===== src/rtl/lcsl_pkg.sv =====
// Package: types, constants and helpers for the longest common substring length block.
`timescale 1ns / 1ps

package lcsl_pkg;

   // Default pattern capacity
   localparam int PATTERN_MAX_DEF = 32;

   // Character and count widths
   localparam int CHAR_W = 16;
   localparam int CNT_W  = 6;
   localparam logic [CNT_W-1:0] CNT_MAX = '1;

   // Request commands
   typedef enum logic [1:0] {
      CMD_CLEAR  = 2'd0,
      CMD_APPEND = 2'd1,
      CMD_TEXT   = 2'd2,
      CMD_END    = 2'd3
   } cmd_type;

   // Sequencer states
   typedef enum logic [1:0] {
      ST_IDLE,
      ST_DRAIN,
      ST_DONE
   } state_type;

   // Request payload
   typedef struct packed {
      cmd_type            cmd;
      logic [CHAR_W-1:0]  ch;
   } req_type;

   // Result payload
   typedef struct packed {
      logic [CNT_W-1:0]   match_length;
      logic               pattern_truncated;
   } rsp_type;

   // Controls broadcast to every cell
   typedef struct packed {
      logic clear_pat;   // drop pattern, counts and local maxima
      logic clear_cnt;   // end of text: zero running counts
      logic text_en;     // text character present on ch
      logic shift;       // move local maxima one cell up the row
   } cell_ctl_type;

   // Larger of two counts
   function automatic logic [CNT_W-1:0] max_cnt(input logic [CNT_W-1:0] a,
                                                input logic [CNT_W-1:0] b);
      max_cnt = (a > b) ? a : b;
   endfunction

endpackage


===== src/rtl/lcsl_cell.sv =====
// One pattern position: stored character, running match count and local maximum.
`timescale 1ns / 1ps

module lcsl_cell (
   input  logic                                clock,
   input  logic                                reset,
   input  lcsl_pkg::cell_ctl_type              ctl,
   input  logic                                wr_en,
   input  logic [lcsl_pkg::CHAR_W-1:0]         ch,
   input  logic [lcsl_pkg::CNT_W-1:0]          prev_count,
   input  logic [lcsl_pkg::CNT_W-1:0]          prev_best,
   output logic [lcsl_pkg::CNT_W-1:0]          count,
   output logic [lcsl_pkg::CNT_W-1:0]          best
);

   logic [lcsl_pkg::CHAR_W-1:0] char_ff;
   logic                        valid_ff;
   logic [lcsl_pkg::CNT_W-1:0]  count_ff;
   logic [lcsl_pkg::CNT_W-1:0]  best_ff;
   logic [lcsl_pkg::CNT_W-1:0]  inc_cnt;
   logic [lcsl_pkg::CNT_W-1:0]  count_in;

   // Neighbor's old count plus one, saturating
   assign inc_cnt  = (prev_count == lcsl_pkg::CNT_MAX) ? lcsl_pkg::CNT_MAX
                                                      : prev_count + 1'b1;
   assign count_in = (valid_ff && (char_ff == ch)) ? inc_cnt : '0;

   // Pattern character, written once on append
   always_ff @(posedge clock) begin
      if (wr_en) begin
         char_ff <= ch;
      end
   end

   // Control and count state
   always_ff @(posedge clock) begin
      if (reset) begin
         valid_ff <= 1'b0;
         count_ff <= '0;
         best_ff  <= '0;
      end else begin
         priority if (ctl.clear_pat) begin
            valid_ff <= 1'b0;
            count_ff <= '0;
            best_ff  <= '0;
         end else if (wr_en) begin
            valid_ff <= 1'b1;
            count_ff <= '0;
         end else if (ctl.clear_cnt) begin
            count_ff <= '0;
         end else if (ctl.text_en) begin
            count_ff <= count_in;
            best_ff  <= lcsl_pkg::max_cnt(best_ff, count_in);
         end else if (ctl.shift) begin
            best_ff  <= prev_best;
         end
      end
   end

   assign count = count_ff;
   assign best  = best_ff;

endmodule


===== src/rtl/longest_common_substring_length.sv =====
// Top level: row of match cells, pattern length, drain sequencer and result register.
//
//   channel | direction | handshake            | payload
//   req     | in        | req_valid/req_stall  | lcsl_pkg::req_type (cmd, ch)
//   rsp     | out       | rsp_valid/rsp_stall  | lcsl_pkg::rsp_type (match_length, pattern_truncated)
//
// Clear, append and text requests are handled at once, with no drain; every cell updates its count at once.
// End of text drains the row: the local maxima are shifted up the row, one
// cell a cycle, into a running maximum at the top, then the result register is loaded.
// Reset (synchronous) empties the pattern and zeros all counts.
// A stalled result holds; requests still go through meanwhile, until a later end of text must wait to load its result.
`timescale 1ns / 1ps

module longest_common_substring_length #(
   parameter int PATTERN_MAX = lcsl_pkg::PATTERN_MAX_DEF
) (
   input  logic              clock,
   input  logic              reset,
   input  logic              req_valid,
   output logic              req_stall,
   input  lcsl_pkg::req_type req_data,
   output logic              rsp_valid,
   input  logic              rsp_stall,
   output lcsl_pkg::rsp_type rsp_data
);

   localparam int LW = $clog2(PATTERN_MAX + 1);
   localparam int DW = (PATTERN_MAX > 1) ? $clog2(PATTERN_MAX) : 1;

   lcsl_pkg::state_type          state_ff, state_in;
   logic [LW-1:0]                len_ff, len_in;
   logic                         trunc_ff, trunc_in;
   logic [lcsl_pkg::CNT_W-1:0]   acc_ff, acc_in;
   logic [DW-1:0]                drain_ff, drain_in;
   logic                         rsp_valid_ff, rsp_valid_in;
   lcsl_pkg::rsp_type            rsp_data_ff, rsp_data_in;

   logic                         req_acc;
   lcsl_pkg::cell_ctl_type       ctl;
   logic                         append;
   logic [lcsl_pkg::CNT_W-1:0]   count_w [PATTERN_MAX];
   logic [lcsl_pkg::CNT_W-1:0]   best_w  [PATTERN_MAX];

   assign req_stall = (state_ff != lcsl_pkg::ST_IDLE);
   assign req_acc   = req_valid && !req_stall;
   assign append    = req_acc && (req_data.cmd == lcsl_pkg::CMD_APPEND);

   // Broadcast controls
   always_comb begin
      ctl.clear_pat = req_acc && (req_data.cmd == lcsl_pkg::CMD_CLEAR);
      ctl.clear_cnt = req_acc && (req_data.cmd == lcsl_pkg::CMD_END);
      ctl.text_en   = req_acc && (req_data.cmd == lcsl_pkg::CMD_TEXT);
      ctl.shift     = (state_ff == lcsl_pkg::ST_DRAIN);
   end

   // Row of cells; cell 0 sees zero from below
   for (genvar i = 0; i < PATTERN_MAX; i++) begin : g_cell
      logic [lcsl_pkg::CNT_W-1:0] pc;
      logic [lcsl_pkg::CNT_W-1:0] pb;
      if (i == 0) begin : g_first
         assign pc = '0;
         assign pb = '0;
      end else begin : g_rest
         assign pc = count_w[i-1];
         assign pb = best_w[i-1];
      end
      lcsl_cell u_cell (
         .clock      (clock),
         .reset      (reset),
         .ctl        (ctl),
         .wr_en      (append && (len_ff == LW'(i))),
         .ch         (req_data.ch),
         .prev_count (pc),
         .prev_best  (pb),
         .count      (count_w[i]),
         .best       (best_w[i])
      );
   end

   // Sequencer, pattern length and result register
   always_comb begin
      state_in     = state_ff;
      len_in       = len_ff;
      trunc_in     = trunc_ff;
      acc_in       = acc_ff;
      drain_in     = drain_ff;
      rsp_valid_in = rsp_valid_ff && rsp_stall;
      rsp_data_in  = rsp_data_ff;

      unique case (state_ff)
         lcsl_pkg::ST_IDLE: begin
            if (req_acc) begin
               unique case (req_data.cmd)
                  lcsl_pkg::CMD_CLEAR: begin
                     len_in   = '0;
                     trunc_in = 1'b0;
                  end
                  lcsl_pkg::CMD_APPEND: begin
                     if (len_ff < LW'(PATTERN_MAX)) begin
                        len_in = len_ff + 1'b1;
                     end else begin
                        trunc_in = 1'b1;
                     end
                  end
                  lcsl_pkg::CMD_TEXT: begin
                  end
                  lcsl_pkg::CMD_END: begin
                     acc_in   = '0;
                     drain_in = '0;
                     state_in = lcsl_pkg::ST_DRAIN;
                  end
                  default: begin
                  end
               endcase
            end
         end
         lcsl_pkg::ST_DRAIN: begin
            acc_in   = lcsl_pkg::max_cnt(acc_ff, best_w[PATTERN_MAX-1]);
            drain_in = drain_ff + 1'b1;
            if (drain_ff == DW'(PATTERN_MAX - 1)) begin
               state_in = lcsl_pkg::ST_DONE;
            end
         end
         lcsl_pkg::ST_DONE: begin
            if (!rsp_valid_ff || !rsp_stall) begin
               rsp_valid_in                  = 1'b1;
               rsp_data_in.match_length      = acc_ff;
               rsp_data_in.pattern_truncated = trunc_ff;
               state_in                      = lcsl_pkg::ST_IDLE;
            end
         end
         default: begin
            state_in = lcsl_pkg::ST_IDLE;
         end
      endcase
   end

   // Control registers
   always_ff @(posedge clock) begin
      if (reset) begin
         state_ff     <= lcsl_pkg::ST_IDLE;
         len_ff       <= '0;
         trunc_ff     <= 1'b0;
         rsp_valid_ff <= 1'b0;
      end else begin
         state_ff     <= state_in;
         len_ff       <= len_in;
         trunc_ff     <= trunc_in;
         rsp_valid_ff <= rsp_valid_in;
      end
   end

   // Datapath registers
   always_ff @(posedge clock) begin
      acc_ff      <= acc_in;
      drain_ff    <= drain_in;
      rsp_data_ff <= rsp_data_in;
   end

   assign rsp_valid = rsp_valid_ff;
   assign rsp_data  = rsp_data_ff;

endmodule


===== config.mk =====
export PLATFORM = sky130hd
export DESIGN_NAME = longest_common_substring_length
export DESIGN_NICKNAME = d
export VERILOG_FILES = /design/src/rtl/lcsl_pkg.sv /design/src/rtl/lcsl_cell.sv /design/src/rtl/longest_common_substring_length.sv
export SDC_FILE = /design/constraint.sdc
export NUM_CORES = 2
export LEC_CHECK = 0
export BUFFER_PORTS_ARGS = -buffer_cell sky130_fd_sc_hd__buf_2
export CAP_MARGIN = 10
export CORE_MARGIN = 4
export CORE_UTILIZATION = 35
export CTS_CLUSTER_DIAMETER = 80
export DETAILED_ROUTE_END_ITERATION = 10
export HOLD_SLACK_MARGIN = 0.03
export SLEW_MARGIN = 20
export SYNTH_ARGS = -nofsm -noshare
export SYNTH_HDL_FRONTEND = slang
export SYNTH_SLANG_ARGS = --single-unit

===== constraint.sdc =====
create_clock -name clock -period 4.77 [get_ports clock]
set_input_delay 1.431 -clock clock [delete_from_list [all_inputs] [get_ports clock]]
set_output_delay 1.431 -clock clock [all_outputs]
set_load 0.005 [all_outputs]

======== Word-level counts from Yosys, hierarchy flattened ========
Index checks and enable logic that the tools add are counted.
word-level totals
  memory bits (writable) .................. 0
  word-level logic and storage cells ...... 702
  bits in latches ......................... 0
  output and inout port bits .............. 9
  bits in registers ....................... 950
  ROM bits ................................ 0
  input bits .............................. 22
  memories kept ........................... 0
cells by class
  bitwise gates (word level) .............. 33
  div/mod/pow operators ................... 0
  multiplexer cells ....................... 177
  multiply operators ...................... 0
  add/subtract/negate cells ............... 33
  equality and inequality tests ........... 139
  $lt $le $gt $ge ......................... 34
  shifts and indexed selects .............. 0
  reductions and logical operators ........ 151
operators with widths
  operator                                                                count
  6-bit two-way mux                                                       162
  16-bit equality test                                                    32
  6-bit > comparator                                                      33
  6-bit by 1-bit adder with 6-bit output (second input constant)          32
  6-bit equality test (second input constant)                             31
  4-bit AND reduction                                                     36
  4-bit OR reduction                                                      31
  6-bit by 5-bit equality test with 1-bit output (second input constant)  16
  2-bit != test (second input constant)                                   37
  1-bit logical AND                                                       70
  6-bit by 4-bit equality test with 1-bit output (second input constant)  8
  1-bit inverter                                                          33
  6-bit by 3-bit equality test with 1-bit output (second input constant)  4
  6-bit one-hot mux with 2 select lines                                   2
  6-bit by 2-bit equality test with 1-bit output (second input constant)  2
  5-bit two-way mux                                                       2
  5-bit one-hot mux with 2 select lines                                   1
  2-bit two-way mux                                                       4
  2-bit nonzero test                                                      4
  2-bit equality test (second input constant)                             3
  6-bit by 1-bit equality test with 1-bit output (second input constant)  1
  6-bit logical NOT                                                       1
  6-bit less-than comparator (second input constant)                      1
  2-bit one-hot mux with 3 select lines                                   1
  other kinds (12)                                                        20

======== Depth between registers and ports, before layout ========
  word-level depth ........................ 7
  gate-level depth with buffers ........... 15
  gate-level depth less buffers ........... 11

======== Cells and area by module ========
Synthesis repeated with hierarchy kept, for this count alone.
unflattened totals
  cell total of the unflattened synthesis .. 5200
  area, all modules ....................... 52117.5 µm²
by module, submodules not included
  module                              sequential area each (µm²)  cells an instance  instances  area an instance (µm²)
  lcsl_cell at g_cell[0].u_cell ...   740.7                       159                24         1580.3
  lcsl_cell at g_cell[4].u_cell ...   740.7                       147                6          1546.5
  lcsl_cell at g_cell[31].u_cell ...  740.7                       163                2          1682.9
  longest_common_substring_length     740.7                       176                1          1546.5

======== Least setup slack after synthesis ========
OpenSTA, ideal clock, no wires.
  path type ............................... in2reg
  start ................................... input port req_data[15] (netlist name)
  end ..................................... register g_cell[14].u_cell.best_ff (netlist bit g_cell[14].u_cell.best[0])
  required time ........................... 4641 ps
  path buffers ............................ 4
  arrival time ............................ 4514 ps
  library setup time ...................... 129 ps
  stages on the path ...................... 15
  setup slack ............................. 126 ps
  cells stage by stage .................... buf_2 buf_2 buf_2 xnor2_1 nand4_1 nor3_1 and2_1 nand2_1 ha_1 a211oi_1 nor2_1 nor4b_4 or2_2 clkbuf_1 a31oi_1
between the ends
  word-level cells in the longest chain between the ends .. 6
  elaborated cells on any way between the ends .. 8
  classes of those cells .................. order compare: 1; eq/ne: 2; mux: 3; reduce/logical: 2
RTL lines
  element                               line                                   RTL
  from (decl)                           longest_common_substring_length.sv:21  input lcsl_pkg::req_type req_data,
  16-bit equality test (*)              lcsl_cell.sv:26                        assign count_in = (valid_ff && (char_ff == ch)) ? inc_cnt : '0;
  1-bit logical AND (*)                 lcsl_cell.sv:26
  6-bit two-way mux (*)                 lcsl_cell.sv:26
  6-bit > comparator                    lcsl_pkg.sv:52                         max_cnt = (a > b) ? a : b;
  2-bit != test (no source line)        n/a
  4-bit AND reduction (no source line)  n/a
  to (signal assigned)                  lcsl_cell.sv:53                        best_ff <= lcsl_pkg::max_cnt(best_ff, count_in);
  to (signal assigned)                  lcsl_cell.sv:55                        best_ff <= prev_best;
  to (decl)                             lcsl_cell.sv:19                        logic [lcsl_pkg::CNT_W-1:0] best_ff;
Every way passes the cells marked *; elsewhere a longest branch is shown, timed or not. The select of a mux whose other input is x is not followed.
A chain may end at the register's enable or synchronous reset.

======== Final worst setup path ========
  start ................................... input port req_data[5] (netlist name)
  end ..................................... register g_cell[28].u_cell.best_ff (netlist bit g_cell[28].u_cell.best[3])
between the ends
  word-level cells in the longest chain between the ends .. 6
  elaborated cells on any way between the ends .. 8
  classes of those cells .................. order compare: 1; eq/ne: 2; mux: 3; reduce/logical: 2
RTL lines
  element                               line
  16-bit equality test (*)              lcsl_cell.sv:26
  1-bit logical AND (*)                 lcsl_cell.sv:26
  6-bit two-way mux (*)                 lcsl_cell.sv:26
  6-bit > comparator                    lcsl_pkg.sv:52
  2-bit != test (no source line)        n/a
  4-bit AND reduction (no source line)  n/a
  to (signal assigned)                  lcsl_cell.sv:53
  to (signal assigned)                  lcsl_cell.sv:55
  to (decl)                             lcsl_cell.sv:19
Marks and branches as above.

==> flow_summary.yaml <==
outcome:
  outcome: "finished clean"
pwr:
  vdd_drop_max_mv: 0.345
  power_density_nw_per_um2: 357
  power_mw: 19.0
  power_leakage_nw: 17.9
global_routing:
  grt_overflow: 0
  grt_antenna_before_repair: 2
  grt_usage_pct: 17.8
  grt_pass1_wl_mm: 193
  grt_max_degree: 127
  grt_pass1_vias: 32600
routing:
  drt-pass1-iter-count: 5
  drt-vias-per-instance: 5.35
  vias: 34100
  drtIter0Drc: 2827
  ant_nets: 0
  wl_per_cell_um: 19.4
  drc: 0
  finalWirelength_mm: 124
logic_synthesis:
  synth_fp_nets: 4613
  yosys-top-cells-count: "608 x nand2_1, 530 x edfxtp_1, 450 x xnor2_1"
  syn_area_um2: 45900
  async_reset_ff_share_pct: 0
  yosysMostFrequentCell: "nand2_1"
  netlist_instances: 4373
  synth-seq-cells: 920
  synth_edf_count: 530
  ys_warn_count: 0
  synth.top_cell.area_share_pct: 34.7
  synth-main-ff-cell: "edfxtp_1"
  synth.distinct_cells: 73
  avgSynthCellArea_um2: 10.5
  synth.area.top_cells: "edfxtp_1 35%, dfxtp_1 17%, xnor2_1 8.6%"
  yosysSeqAreaShare_pct: 51.7
  synth_top_cell_by_area: "edfxtp_1"
die:
  ios: 31
  row_count: 132
  die_h_um: 370
  core_um2: 130000
  start_util_pct: 35.3
  fp.dieW_um: 370
  dieArea_um2: 137000
setup_path:
  worstSetupPathType: "input pin to flip-flop"
  cp_max_fo: 23
  r2r-start: "g_cell[28].u_cell.char_ff[10]"
  r2r_setup_slack_ps: 1450
  arrival_ps: 4730
  r2r-end: "g_cell[28].u_cell.best[3]"
  endpoint_kind: "flip-flop"
  r2r_cells: 13
  cp-start-kind: "input pin"
  required_ps: 5370
sta:
  finalHoldViolations: 0
  slew_headroom_pct: 32.2
  min_period_over_period_pct: 86.6
  slew_viol_final: 0
  clock_skew_ps: 44.9
  rsz0062_at_grt: "no"
  worst_pin_slew_ps: 1020
  fmax_mhz: 242
  finalSetupTns_ps: 0
  finalSetupViolCount: 0
  min_period_ps: 4130
cells_and_area:
  post_route_cells_drive_above_1_share_pct: 11.2
  syn_to_final_growth_pct: 15.7
  fillerInstances: 12500
  nets: 4798
worst_hold_path:
  hold_path_end: "g_cell[0].u_cell.valid_ff"
  worstHoldPathCells: 1
  hold_class: "flip-flop to flip-flop"
  hold_start: "g_cell[0].u_cell.valid_ff"
job:
  max-cap-violations: 0
cts:
  cts_sinks: 920
  clk_latency_ps: 720
  cts_buffers: 100
  cts_max_path_buffers: 3
  cts_hold_buf: 0
  post_cts.repair.setup_buffers: 0
  root_buffer: "clkbuf_16"
  post_cts_resized: 0
  clkTransAtPathRegs_ps: 60
  cts_tree: "yes"
  htreeDepth: 3
placement:
  dpl.hpwl_mm: 85.7
  io_buffers: 30
  finalWeightedCongestion: 0.831
flip-flops by register name, summed over array words and instances, names as in the netlist, 2 cells and up:
signal / flops
g_cell.u_cell.char_ff: 512
state_ff: 2
len_ff: 6
acc_ff: 6
drain_ff: 5
g_cell.u_cell.valid_ff: 32
rsp_data: 7
g_cell.u_cell.best: 177
g_cell.u_cell.count: 171
kinds of logic after synthesis:
group | share of synthesized area [%]
simple gates | 18.1
fa+ha+maj | 5.94
xor+xnor | 10.4
mux | 0.294
flops | 51.7
buf+inv | 2.59
compound gates | 11.0
per-layer routing:
| metal | routed length [µm] | track usage [%] | vias up |
|---|---|---|---|
| met3 | 6550 | 2.64 | 160 |
| met5 | 0 | 0 | - |
| met1 | 60300 | 26.2 | 16600 |
| met2 | 54900 | 27.6 | 879 |
| met4 | 2220 | 3.79 | 0 |
| li1 | - | - | 16500 |
critical path, stage by stage:
cell	delay, ps
buf_4	430
buf_4	240
xnor2_1	120
nand4_1	90
nor3_1	350
buf_4	230
and2_1	220
nand2_1	80
ha_1	300
a211oi_1	250
nor2_1	90
nor4b_2	370
buf_4	200
nor3_1	40
a311oi_1	280
layout make-up:
cell class | count | area [µm²] | area share [%]
well taps | 1742 | 2180 | 4.10
clock buffers | 147 | 2940 | 5.54
flip-flops and latches | 920 | 23700 | 44.7
clock inverters | 39 | 455 | 0.857
multi-input cells | 3184 | 21100 | 39.7
inverters | 67 | 251 | 0.473
repair buffers | 285 | 2490 | 4.69
diodes | 1 | 2.50 | 0.00471
per-stage QoR:
| stage | std cells | setup slack (ps) | cell area [µm²] | utilization [%] | hold slack [ps] |
|---|---|---|---|---|---|
| finish | 6385 | 637 | 53100 | 40.9 | 453 |
| global route | 6384 | 503 | 53100 | 40.9 | 479 |
| CTS | 6384 | 651 | 53100 | 40.9 | 459 |
| detailed placement | 6198 | -95.6 | 49700 | 38.2 | 445 |
| global placement | 6198 | 27.6 | 49700 | 38.2 | 439 |
| floorplan | 4373 | 126 | 45900 | - | 409 |
cells in the final DEF, fill, tap and decap left out, types with 31 or more instances in the layout:
cell type,n
a21oi_1,270
a311oi_1,80
a31oi_1,96
and2_1,42
and3_1,54
buf_12,31
buf_4,240
clkbuf_16,104
dfxtp_1,390
edfxtp_1,530
ha_1,218
inv_1,66
nand2_1,607
nand2b_1,51
nand3_1,154
nand4_1,259
nor2_1,180
nor2b_1,46
nor3_1,140
o21a_1,44
o21ai_0,64
o31ai_1,84
xnor2_1,450
xor2_1,93
power breakdown:
| group | leakage (nW) | switching (mW) | internal [mW] |
|---|---|---|---|
| Sequential | 7.94 | 0.212 | 8.58 |
| Combinational | 8.26 | 1.28 | 0.902 |
| Clock | 1.65 | 3.37 | 4.63 |
worst max-delay path by stage:
stage,startpoint,endpoint,slack (ps),cells after the start
5_1_grt,req_data[5],g_cell[10].u_cell.best[0],500,14
6_report,req_data[5],g_cell[28].u_cell.best[3],640,15
3_3_place_gp,req_data[5],g_cell[10].u_cell.best[4],30,14
2_1_floorplan,req_data[15],g_cell[14].u_cell.best[0],130,15
4_1_cts,req_data[5],g_cell[28].u_cell.best[3],650,15
3_5_place_dp,req_data[5],g_cell[28].u_cell.best[3],-100,15
Note: power is estimated with default switching activity, not from simulation.
